### src/hw/rtl/bdc_pkg.sv
// types and constants of the button debouncer
`timescale 1ns / 1ps

package bdc_pkg;

    localparam int TIME_BITS  = 32;
    localparam int MS_W       = 32;
    localparam int CFG_W      = 16;
    localparam int CFG_IDX_W  = 1;

    localparam logic [CFG_W-1:0] DEBOUNCE_RESET   = CFG_W'(50);
    localparam logic [CFG_W-1:0] LONG_PRESS_RESET = CFG_W'(1000);

    typedef logic [CFG_IDX_W-1:0] t_cfg_idx;

    localparam t_cfg_idx CFG_DEBOUNCE   = 1'b0;
    localparam t_cfg_idx CFG_LONG_PRESS = 1'b1;

    typedef logic [TIME_BITS-1:0] t_time;

    typedef struct packed {
        logic [CFG_W-1:0] debounce_time;
        logic [CFG_W-1:0] long_press_time;
    } t_cfg;

    typedef struct packed {
        logic            pin_level;
        logic [MS_W-1:0] time_ms;
    } t_sample;

    typedef struct packed {
        logic    valid;
        t_sample sample;
    } t_stage;

endpackage

### src/hw/rtl/bdc_if.sv
// valid/ready channel interfaces for sample and result beats
`timescale 1ns / 1ps

interface bdc_in_if
    import bdc_pkg::*;
();
    logic            valid;
    logic            ready;
    logic            pin_level;
    logic [MS_W-1:0] time_ms;

    modport source (output valid, output pin_level, output time_ms, input ready);
    modport sink   (input valid, input pin_level, input time_ms, output ready);
endinterface

interface bdc_out_if;
    logic valid;
    logic ready;
    logic is_down;
    logic click;
    logic long_press;

    modport source (output valid, output is_down, output click, output long_press,
                    input ready);
    modport sink   (input valid, input is_down, input click, input long_press,
                    output ready);
endinterface

### src/hw/rtl/bdc_cfg.sv
// configuration registers for debounce and long-press times
`timescale 1ns / 1ps

module bdc_cfg
    import bdc_pkg::*;
(
    input  logic             i_clk,
    input  logic             i_rst_n,
    input  logic             i_cfg_we,
    input  t_cfg_idx         i_cfg_idx,
    input  logic [CFG_W-1:0] i_cfg_data,
    output t_cfg             o_cfg
);

    t_cfg r_cfg;
    t_cfg n_cfg;

    always_comb begin
        n_cfg = r_cfg;
        if (i_cfg_we) begin
            case (i_cfg_idx)
                CFG_DEBOUNCE:   n_cfg.debounce_time   = i_cfg_data;
                CFG_LONG_PRESS: n_cfg.long_press_time = i_cfg_data;
                default:        n_cfg = r_cfg;
            endcase
        end
    end

    always_ff @(posedge i_clk) begin
        if (!i_rst_n) begin
            r_cfg.debounce_time   <= DEBOUNCE_RESET;
            r_cfg.long_press_time <= LONG_PRESS_RESET;
        end else begin
            r_cfg <= n_cfg;
        end
    end

    assign o_cfg = r_cfg;

endmodule

### src/hw/rtl/bdc_in_reg.sv
// input register for pin sample beats
`timescale 1ns / 1ps

module bdc_in_reg
    import bdc_pkg::*;
(
    input  logic        i_clk,
    input  logic        i_rst_n,
    bdc_in_if.sink      i_in,
    input  logic        i_ready,
    output t_stage      o_stage
);

    logic    r_valid;
    logic    n_valid;
    t_sample r_sample;
    logic    w_ready;

    assign w_ready    = !r_valid || i_ready;
    assign i_in.ready = w_ready;
    assign n_valid    = w_ready ? i_in.valid : r_valid;

    always_ff @(posedge i_clk) begin
        if (!i_rst_n) begin
            r_valid <= 1'b0;
        end else begin
            r_valid <= n_valid;
        end
    end

    always_ff @(posedge i_clk) begin
        if (i_in.valid && w_ready) begin
            r_sample.pin_level <= i_in.pin_level;
            r_sample.time_ms   <= i_in.time_ms;
        end
    end

    assign o_stage.valid  = r_valid;
    assign o_stage.sample = r_sample;

endmodule

### src/hw/rtl/bdc_core.sv
// debounce state update and result register
`timescale 1ns / 1ps

module bdc_core
    import bdc_pkg::*;
(
    input  logic        i_clk,
    input  logic        i_rst_n,
    input  t_cfg        i_cfg,
    input  t_stage      i_stage,
    output logic        o_ready,
    bdc_out_if.source   o_out
);

    logic  r_stable;
    logic  r_long_rep;
    t_time r_last_change;
    t_time r_press_start;

    logic  n_stable;
    logic  n_long_rep;
    t_time n_last_change;
    t_time n_press_start;

    logic  r_out_valid;
    logic  r_is_down;
    logic  r_click;
    logic  r_long_press;

    logic  n_click;
    logic  n_long_press;

    logic  w_fire;
    logic  w_pressed;
    logic  w_change;
    logic  w_press_acc;
    logic  w_long_mid;
    t_time w_now;
    t_time w_since_change;
    t_time w_since_press;

    assign o_ready = !r_out_valid || o_out.ready;
    assign w_fire  = i_stage.valid && o_ready;

    always_comb begin
        w_pressed      = !i_stage.sample.pin_level;
        w_now          = TIME_BITS'(i_stage.sample.time_ms);
        w_since_change = w_now - r_last_change;
        w_change       = (w_pressed != r_stable) &&
                         (w_since_change >= TIME_BITS'(i_cfg.debounce_time));
        w_press_acc    = w_change && w_pressed;

        n_stable      = w_change ? w_pressed : r_stable;
        n_last_change = w_change ? w_now : r_last_change;
        n_press_start = w_press_acc ? w_now : r_press_start;
        w_long_mid    = w_press_acc ? 1'b0 : r_long_rep;

        // a newly accepted press has zero elapsed time
        w_since_press = w_press_acc ? '0 : (w_now - r_press_start);

        n_click      = r_stable && !n_stable && !w_long_mid;
        n_long_press = n_stable && !w_long_mid &&
                       (w_since_press >= TIME_BITS'(i_cfg.long_press_time));
        n_long_rep   = w_long_mid || n_long_press;
    end

    always_ff @(posedge i_clk) begin
        if (!i_rst_n) begin
            r_stable      <= 1'b0;
            r_long_rep    <= 1'b0;
            r_last_change <= '0;
            r_press_start <= '0;
            r_out_valid   <= 1'b0;
        end else begin
            if (w_fire) begin
                r_stable      <= n_stable;
                r_long_rep    <= n_long_rep;
                r_last_change <= n_last_change;
                r_press_start <= n_press_start;
            end
            if (o_ready) begin
                r_out_valid <= i_stage.valid;
            end
        end
    end

    always_ff @(posedge i_clk) begin
        if (w_fire) begin
            r_is_down    <= n_stable;
            r_click      <= n_click;
            r_long_press <= n_long_press;
        end
    end

    assign o_out.valid      = r_out_valid;
    assign o_out.is_down    = r_is_down;
    assign o_out.click      = r_click;
    assign o_out.long_press = r_long_press;

endmodule

### src/hw/rtl/button_debounce_click_longpress.sv
// a sample beat passes the input register and then the result register before its result beat can be taken
// throughput: one sample beat per cycle while result beats are taken; a waiting result stalls the state update
// one sample can be taken while a finished result waits, held in the input register
// reset: synchronous, active low; clears the debounce state and both valids,
// and loads debounce_time with 50 and long_press_time with 1000
`timescale 1ns / 1ps

module button_debounce_click_longpress
    import bdc_pkg::*;
(
    input  logic             i_clk,
    input  logic             i_rst_n,
    bdc_in_if.sink           i_in,
    bdc_out_if.source        o_out,
    input  logic             i_cfg_we,
    input  t_cfg_idx         i_cfg_idx,
    input  logic [CFG_W-1:0] i_cfg_data
);

    t_cfg   w_cfg;
    t_stage w_stage;
    logic   w_core_ready;

    bdc_cfg u_cfg (
        .i_clk      (i_clk),
        .i_rst_n    (i_rst_n),
        .i_cfg_we   (i_cfg_we),
        .i_cfg_idx  (i_cfg_idx),
        .i_cfg_data (i_cfg_data),
        .o_cfg      (w_cfg)
    );

    bdc_in_reg u_in_reg (
        .i_clk   (i_clk),
        .i_rst_n (i_rst_n),
        .i_in    (i_in),
        .i_ready (w_core_ready),
        .o_stage (w_stage)
    );

    bdc_core u_core (
        .i_clk   (i_clk),
        .i_rst_n (i_rst_n),
        .i_cfg   (w_cfg),
        .i_stage (w_stage),
        .o_ready (w_core_ready),
        .o_out   (o_out)
    );

endmodule

### src/flat_wrapper.sv
// flat-port wrapper written by rule: the top's interface ports become plain ports
module button_debounce_click_longpress_flat import bdc_pkg::*;
  (i_clk, i_rst_n, i_cfg_we, i_cfg_idx, i_cfg_data, i_in_valid, i_in_pin_level, i_in_time_ms, i_in_ready, o_out_valid, o_out_is_down, o_out_click, o_out_long_press, o_out_ready);
  bdc_in_if i_in_i ();
  bdc_out_if o_out_i ();
  input  logic i_clk;
  input  logic i_rst_n;
  input  logic i_cfg_we;
  input  t_cfg_idx i_cfg_idx;
  input  logic [CFG_W-1:0] i_cfg_data;
  input wire logic [$bits(i_in_i.valid)-1:0] i_in_valid;
  input wire logic [$bits(i_in_i.pin_level)-1:0] i_in_pin_level;
  input wire logic [$bits(i_in_i.time_ms)-1:0] i_in_time_ms;
  output wire logic [$bits(i_in_i.ready)-1:0] i_in_ready;
  output wire logic [$bits(o_out_i.valid)-1:0] o_out_valid;
  output wire logic [$bits(o_out_i.is_down)-1:0] o_out_is_down;
  output wire logic [$bits(o_out_i.click)-1:0] o_out_click;
  output wire logic [$bits(o_out_i.long_press)-1:0] o_out_long_press;
  input wire logic [$bits(o_out_i.ready)-1:0] o_out_ready;
  assign i_in_i.valid = i_in_valid;
  assign i_in_i.pin_level = i_in_pin_level;
  assign i_in_i.time_ms = i_in_time_ms;
  assign i_in_ready = i_in_i.ready;
  assign o_out_valid = o_out_i.valid;
  assign o_out_is_down = o_out_i.is_down;
  assign o_out_click = o_out_i.click;
  assign o_out_long_press = o_out_i.long_press;
  assign o_out_i.ready = o_out_ready;
  button_debounce_click_longpress u_core (.i_clk(i_clk), .i_rst_n(i_rst_n), .i_in(i_in_i), .o_out(o_out_i), .i_cfg_we(i_cfg_we), .i_cfg_idx(i_cfg_idx), .i_cfg_data(i_cfg_data));
endmodule
### config.mk
export PLATFORM = sky130hd
export DESIGN_NAME = button_debounce_click_longpress_flat
export DESIGN_NICKNAME = d
export VERILOG_FILES = /design/src/hw/rtl/bdc_pkg.sv /design/src/hw/rtl/bdc_if.sv /design/src/hw/rtl/bdc_cfg.sv /design/src/hw/rtl/bdc_in_reg.sv /design/src/hw/rtl/bdc_core.sv /design/src/hw/rtl/button_debounce_click_longpress.sv /design/src/flat_wrapper.sv
export SDC_FILE = /design/constraint.sdc
export NUM_CORES = 1
export LEC_CHECK = 0
export CAP_MARGIN = 10
export CORE_AREA = 4 4 127 129
export CTS_CLUSTER_SIZE = 16
export DETAILED_ROUTE_END_ITERATION = 16
export DIE_AREA = 0 0 131 133
export DONT_BUFFER_PORTS = 1
export GPL_TIMING_DRIVEN = 0
export PLACE_DENSITY = 0.82
export SLEW_MARGIN = 0
export SYNTH_ARGS = -nofsm -noshare
export SYNTH_HDL_FRONTEND = slang
export SYNTH_SLANG_ARGS = --single-unit
### constraint.sdc
create_clock -name i_clk -period 7.9 [get_ports i_clk]
set_input_delay 0.395 -clock i_clk [delete_from_list [all_inputs] [get_ports i_clk]]
set_output_delay 0.395 -clock i_clk [all_outputs]
set_load 0.01 [all_outputs]
* Yosys cells after proc, flatten, opt, wreduce, memory -nomap -nowiden
Cells that the tools add are included.
** Word-level totals
- Bits of input ports :: 55
- Flip-flop bits (word level) :: 136
- Output and inout bits :: 5
** Operators by class
- Reduce and logical (&&, ||, !) cells :: 20
- Magnitude comparators :: 2
- Mux-type cells :: 3
- $add $sub $neg :: 2
- Equal/unequal tests :: 1
- Bitwise operators :: 1
** Operators by type and width (count)
- $ge 32x16->1 :: 2
- $sub 32x32->32 :: 2
- $mux 32 :: 1
- $logic_and 1x1->1 :: 8
- $reduce_and 2->1 :: 4
- $logic_not 1->1 :: 5
- $logic_or 1x1->1 :: 3
- $mux 1 :: 2
- $ne 1x1->1 :: 1
- $not 1->1 :: 1

* Longest topological paths before layout
- Depth after elaboration :: 9
- Gate-level depth with buffers :: 32
- Depth with buffers taken out :: 31

* By module
From an unflattened synthesis, not the netlist that was laid out.
** Second synthesis, totals
- Cell total of the unflattened synthesis :: 1249
- Area, all modules :: 10064.7 um2
** Modules (own cells, without submodules)
- bdc_core :: area an instance 7749.9 um2, cells each 1077, seq. area each 1431.4 um2, times used 1
- bdc_cfg :: area an instance 1258.7 um2, cells each 133, seq. area each 640.6 um2, times used 1
- bdc_in_reg :: area an instance 1056.0 um2, cells each 39, seq. area each 1011.0 um2, times used 1

* Worst setup path before layout
Ideal clock, no wire load.
- Path type :: flip-flop to flip-flop
- From :: register u_core.u_in_reg.r_sample, in the netlist u_core.u_in_reg.o_stage[0]
- To :: register u_core.u_core.r_long_press (netlist: u_core.u_core.o_out.long_press), data pin
- Setup time :: 264 ps
- Clock period less this slack :: 6262 ps
- Data required time :: 7636 ps
- Stages on the path, launching flop included :: 33
- Slack :: 1638 ps
- Arrival :: 5998 ps
- Path buffers :: 2
- Cells stage by stage :: edfxtp_1 > inv_1 > ha_1 > fa_1 > nor2b_1 > o2111ai_2 > a211oi_1 > nor3_1 > xnor2_1 > ha_1 > a21oi_1 > nand2_1 > a2bb2oi_1 > and4_1 > o221ai_1 > a2111oi_0 > and4b_1 > nand4_2 > buf_6 > clkbuf_1 > a21oi_1 > ha_1 > a21oi_1 > nor2_1 > a211oi_1 > o21ai_0 > a311o_1 > a211oi_1 > o311ai_0 > a2111o_1 > nor4_1 > nor4b_2 > nor2_1
** Between the ends
- Cells in the longest elaborated chain, start to end :: 8
** RTL lines
- start: declaration :: RTL line bdc_in_reg.sv:16 : t_sample r_sample;
- branches (longest 7 deep; another with $sub 32x32->32)
- $logic_and 1x1->1 * :: RTL line bdc_core.sv:62 : n_long_press = n_stable && !w_long_mid &&
- net u_core.u_core.n_long_press :: RTL line bdc_core.sv:31 : logic n_long_press;
- end signal: assignment :: RTL line bdc_core.sv:91 : r_long_press <= n_long_press;
- end: declaration :: RTL line bdc_core.sv:28 : logic r_long_press;
Mark *: on every way through the listed nets, which the timed path passes.
A chain may end at the register's enable or synchronous reset.

* Worst setup path in the final report
Ends and elaborated chain as after synthesis.

==> results.cfg <==
[grt]
first_pass_grt_wire_length_microns = 38400
grt_pass1_vias = 7792
grtUsageTotal_pct = 27.9
grt_overflow_total = 0
number_of_antenna_violations_at_the_first_check_in_global_routing = 1
grt_start_max_net_pins = 34

[synth]
synth_area_per_cell_sq_um = 8.36
synth-seq-area-share_pct = 32.2
syn_inst = 1145
mappedNetlistArea_sq_um = 9570
synth.ff_latch_count = 136
synthesis.yosys.warnings = 0
synth_nets = 1296
synth-async-reset-ratio_pct = 0
netlist-cell-type-count = 78
most_frequently_used_flop_master_after_synthesis = dfxtp_1
synth_edf_count = 36

[power]
power.net_switching_w = 0.000601
switching_share_pct = 29.5
seqPwrFrac_pct = 38.3
p_int_w = 0.00144
vdd_drop_max_mv = 0.150
pwr_density_cell_nw_per_um2 = 195
comb_power_share_pct = 22.8
p_leak_nw = 3.99
power.clock.fraction_pct = 38.9

[route]
wl_met1_microns = 10900
routed_via_density = 6.23
remaining_drc_errors = 0
drt_pass1_iterations = 6
dr_wl_cell_microns = 17.9
detail-route-antenna-nets = 0
drt_iter0_drc = 619
detailroute.wirelength.met3_microns = 1670
num_vias = 8543
route.final.wire_length_microns = 24600
met2RoutedLength_microns = 11300
top_layer = met4

[timing]
setup_total_negative_slack_ns = 0
final-max-slew-violation-count = 0
timing.final.setup_violations = 0
worstMarginPinSlew_ns = 0.868
finalWorstPathRequiredPeriod_ns = 7.20
tcrit_tclk_final_pct = 91.1
final-hold-violation-count = 0
fmax_mhz = 139
relSlewSlack_pct = 42.0
finClkSkew_ns = 0.00627
rsz0062_at_grt = false

[worst_setup_path]
worstPathMaxFanout = 19
worstSetupEndpointType = register
worst_setup_path_start_kind = register
path_buf_inv = 2
timing.critical_path.required_ns = 8.06
timing.critical_path.max_delay_family = compound AO/OA/AOI/OAI gates
slowest_delay_ns = 0.42
timing.critical_path.arrival_ns = 7.36
critical-path-slowest-cell = fa_1
worst-setup-path-type = reg2reg

[final_layout]
areaGrowthSynthToFinish_pct = 9.33
drive_above_1_share_pct = 6.43
finalNonFillerCells = 1371
num-nets-final = 1320
design_area_sq_um = 10500

[die]
rows = 45
fp.dieW_microns = 131
io-pin-count = 60
die_height_microns = 133
die_area_sq_um = 17400
floorplan.initialDensity_pct = 63.6
placeableCoreArea_sq_um = 15000

[placement]
place.detailed.instances = 1333
finalWeightedCongestion = 0.959
placement.cell_area_sq_um = 9800
io_buf_count = 0
place_hpwl_microns = 18500

[clock_tree]
cts.reportedPaths.clkPinSlew_ns = 0.06
tritoncts = done
htreeDepth = 4
root_buffer = clkbuf_16
post_cts_hold_buffer_count = 0
cts.path.max_buffers = 2
clkLatencyLatePin_ns = 0.42
clock_sinks = 136
cts_inserted_buffers = 17

[job]
maximum_capacitance_violations = 0

[worst_hold_path]
worstHoldPathType = in2reg

[outcome]
run_status = completed
[sequential cells by signal (all words and copies together) (netlist names)]
signal,count
u_core.u_core.r_long_rep,1
u_core.u_in_reg.r_valid,1
u_core.u_in_reg.o_stage,33
u_core.u_core.o_out.is_down,1
u_core.u_core.r_press_start,32
u_core.u_core.r_stable,1
u_core.u_core.o_out.valid,1
u_core.u_core.r_last_change,32
u_core.u_core.o_out.click,1
u_core.u_core.o_out.long_press,1
u_core.u_cfg.o_cfg,32
[synthesized netlist by cell type, drive strengths merged, types with 3 or more instances]
cell | number | area [sq um]
nand2b | 8 | 50.1
o2bb2ai | 3 | 26.3
buf | 17 | 116
o211ai | 14 | 105
nor4 | 8 | 56.3
mux2i | 37 | 370
or2 | 3 | 18.8
dfxtp | 100 | 2000
a31oi | 10 | 62.6
ha | 94 | 1180
edfxtp | 36 | 1080
inv | 107 | 402
or3 | 4 | 25.0
a311oi | 4 | 35.0
nand2 | 148 | 556
nand3 | 52 | 260
o31ai | 10 | 85.1
nor2 | 37 | 141
and2 | 5 | 31.3
nand4 | 10 | 75.1
o21bai | 8 | 60.1
clkbuf | 30 | 118
a21o | 23 | 173
a211o | 4 | 35.0
and3 | 7 | 43.8
a221oi | 4 | 35.0
o21ai | 77 | 385
a2111oi | 5 | 43.8
xnor2 | 19 | 166
and4 | 6 | 52.6
a21boi | 24 | 180
o21a | 16 | 120
o2111ai | 7 | 73.8
nor3 | 14 | 70.1
a21oi | 80 | 404
a211oi | 11 | 92.6
xor2 | 22 | 193
nor2b | 45 | 282
[metal layers]
layer	up-vias	track usage, %
met5	-	0
met4	0	9.60
met3	54	5.21
met2	339	43.4
met1	4003	38.7
li1	4147	-
[layout make-up]
| class | instances | area, sq um |
|---|---|---|
| multi-input cells | 855 | 5880 |
| diodes | 1 | 2.50 |
| plain buffers | 46 | 230 |
| repair buffers | 6 | 45.0 |
| flip-flops and latches | 136 | 3080 |
| fillers | 1184 | 4570 |
| clock buffers | 23 | 458 |
| clock inverters | 9 | 125 |
| well taps | 188 | 235 |
| inverters | 107 | 402 |
[power by group through the flow]
stage	sequential, W	combinational, W	clock, W
after CTS	0.000780	0.000453	0.000799
final	0.000781	0.000466	0.000793
after global placement	0.000793	0.000436	0
after floorplan	0.000782	0.000352	0
after global routing	0.000784	0.000520	0.000832
after detailed placement	0.000794	0.000445	0
[path summary, 6_finish.rpt]
check | start | to | slack, ns | cells after the start
setup reg to reg | u_core.u_in_reg.o_stage[0] | u_core.u_core.o_out.long_press | 0.70 | 31
setup / recovery | u_core.u_in_reg.o_stage[0] | u_core.u_core.o_out.long_press | 0.70 | 31
hold reg to reg | u_core.u_cfg.o_cfg[27] | u_core.u_cfg.o_cfg[27] | 0.46 | 2
hold / removal | i_in_time_ms[17] | u_core.u_in_reg.o_stage[17] | 0.07 | 0
[metrics by stage]
| step | total power, W | util [%] | hold slack [ns] | setup slack [ns] |
|---|---|---|---|---|
| 3_5_place_dp | 0.00124 | 65.2 | 0.459 | 0.241 |
| 4_1_cts | 0.00203 | 69.1 | 0.0566 | 0.184 |
| 6_report | 0.00204 | 69.6 | 0.0683 | 0.701 |
| 5_1_grt | 0.00214 | 69.6 | 0.0491 | 0.218 |
| 3_3_place_gp | 0.00123 | 65.2 | 0.453 | 0.237 |
| 2_1_floorplan | 0.00113 | - | 0.443 | 1.64 |
[cell usage in the layout (no fill, tap or decap), types with 5 or more instances in the layout]
master,instances
nand2_1,148
inv_1,107
dfxtp_1,100
ha_1,94
a21oi_1,79
o21ai_0,72
nand3_1,52
nor2b_1,44
mux2i_1,37
nor2_1,36
edfxtp_1,36
clkbuf_1,30
a21boi_0,24
a21o_1,23
xor2_1,22
xnor2_1,19
clkbuf_16,17
o21a_1,16
nor3_1,14
o211ai_1,14
a31oi_1,10
buf_2,9
nand4_1,8
o21bai_1,8
o31ai_1,8
nand2b_1,8
and3_1,7
buf_4,7
nor4_1,7
a211oi_1,7
and4_1,6
o2111ai_1,5
o21ai_1,5
buf_6,5
[cells by family after synthesis]
family                     synth area share, %
and+or+nand+nor                           18.4
AOI/OAI and AO/OA                         22.3
buffers and inverters                     6.64
DFF                                       32.2
adders and majority gates                 12.7
xor gates and xnor gates                  3.75
muxes                                     3.99
[timing repair]
action / 4_1_cts / 5_1_grt
gates resized for setup: 0 / 8
setup buffers: 0 / 6
setup endpoints to repair: 0 / 2
Power figures use the tool's default switching activity.
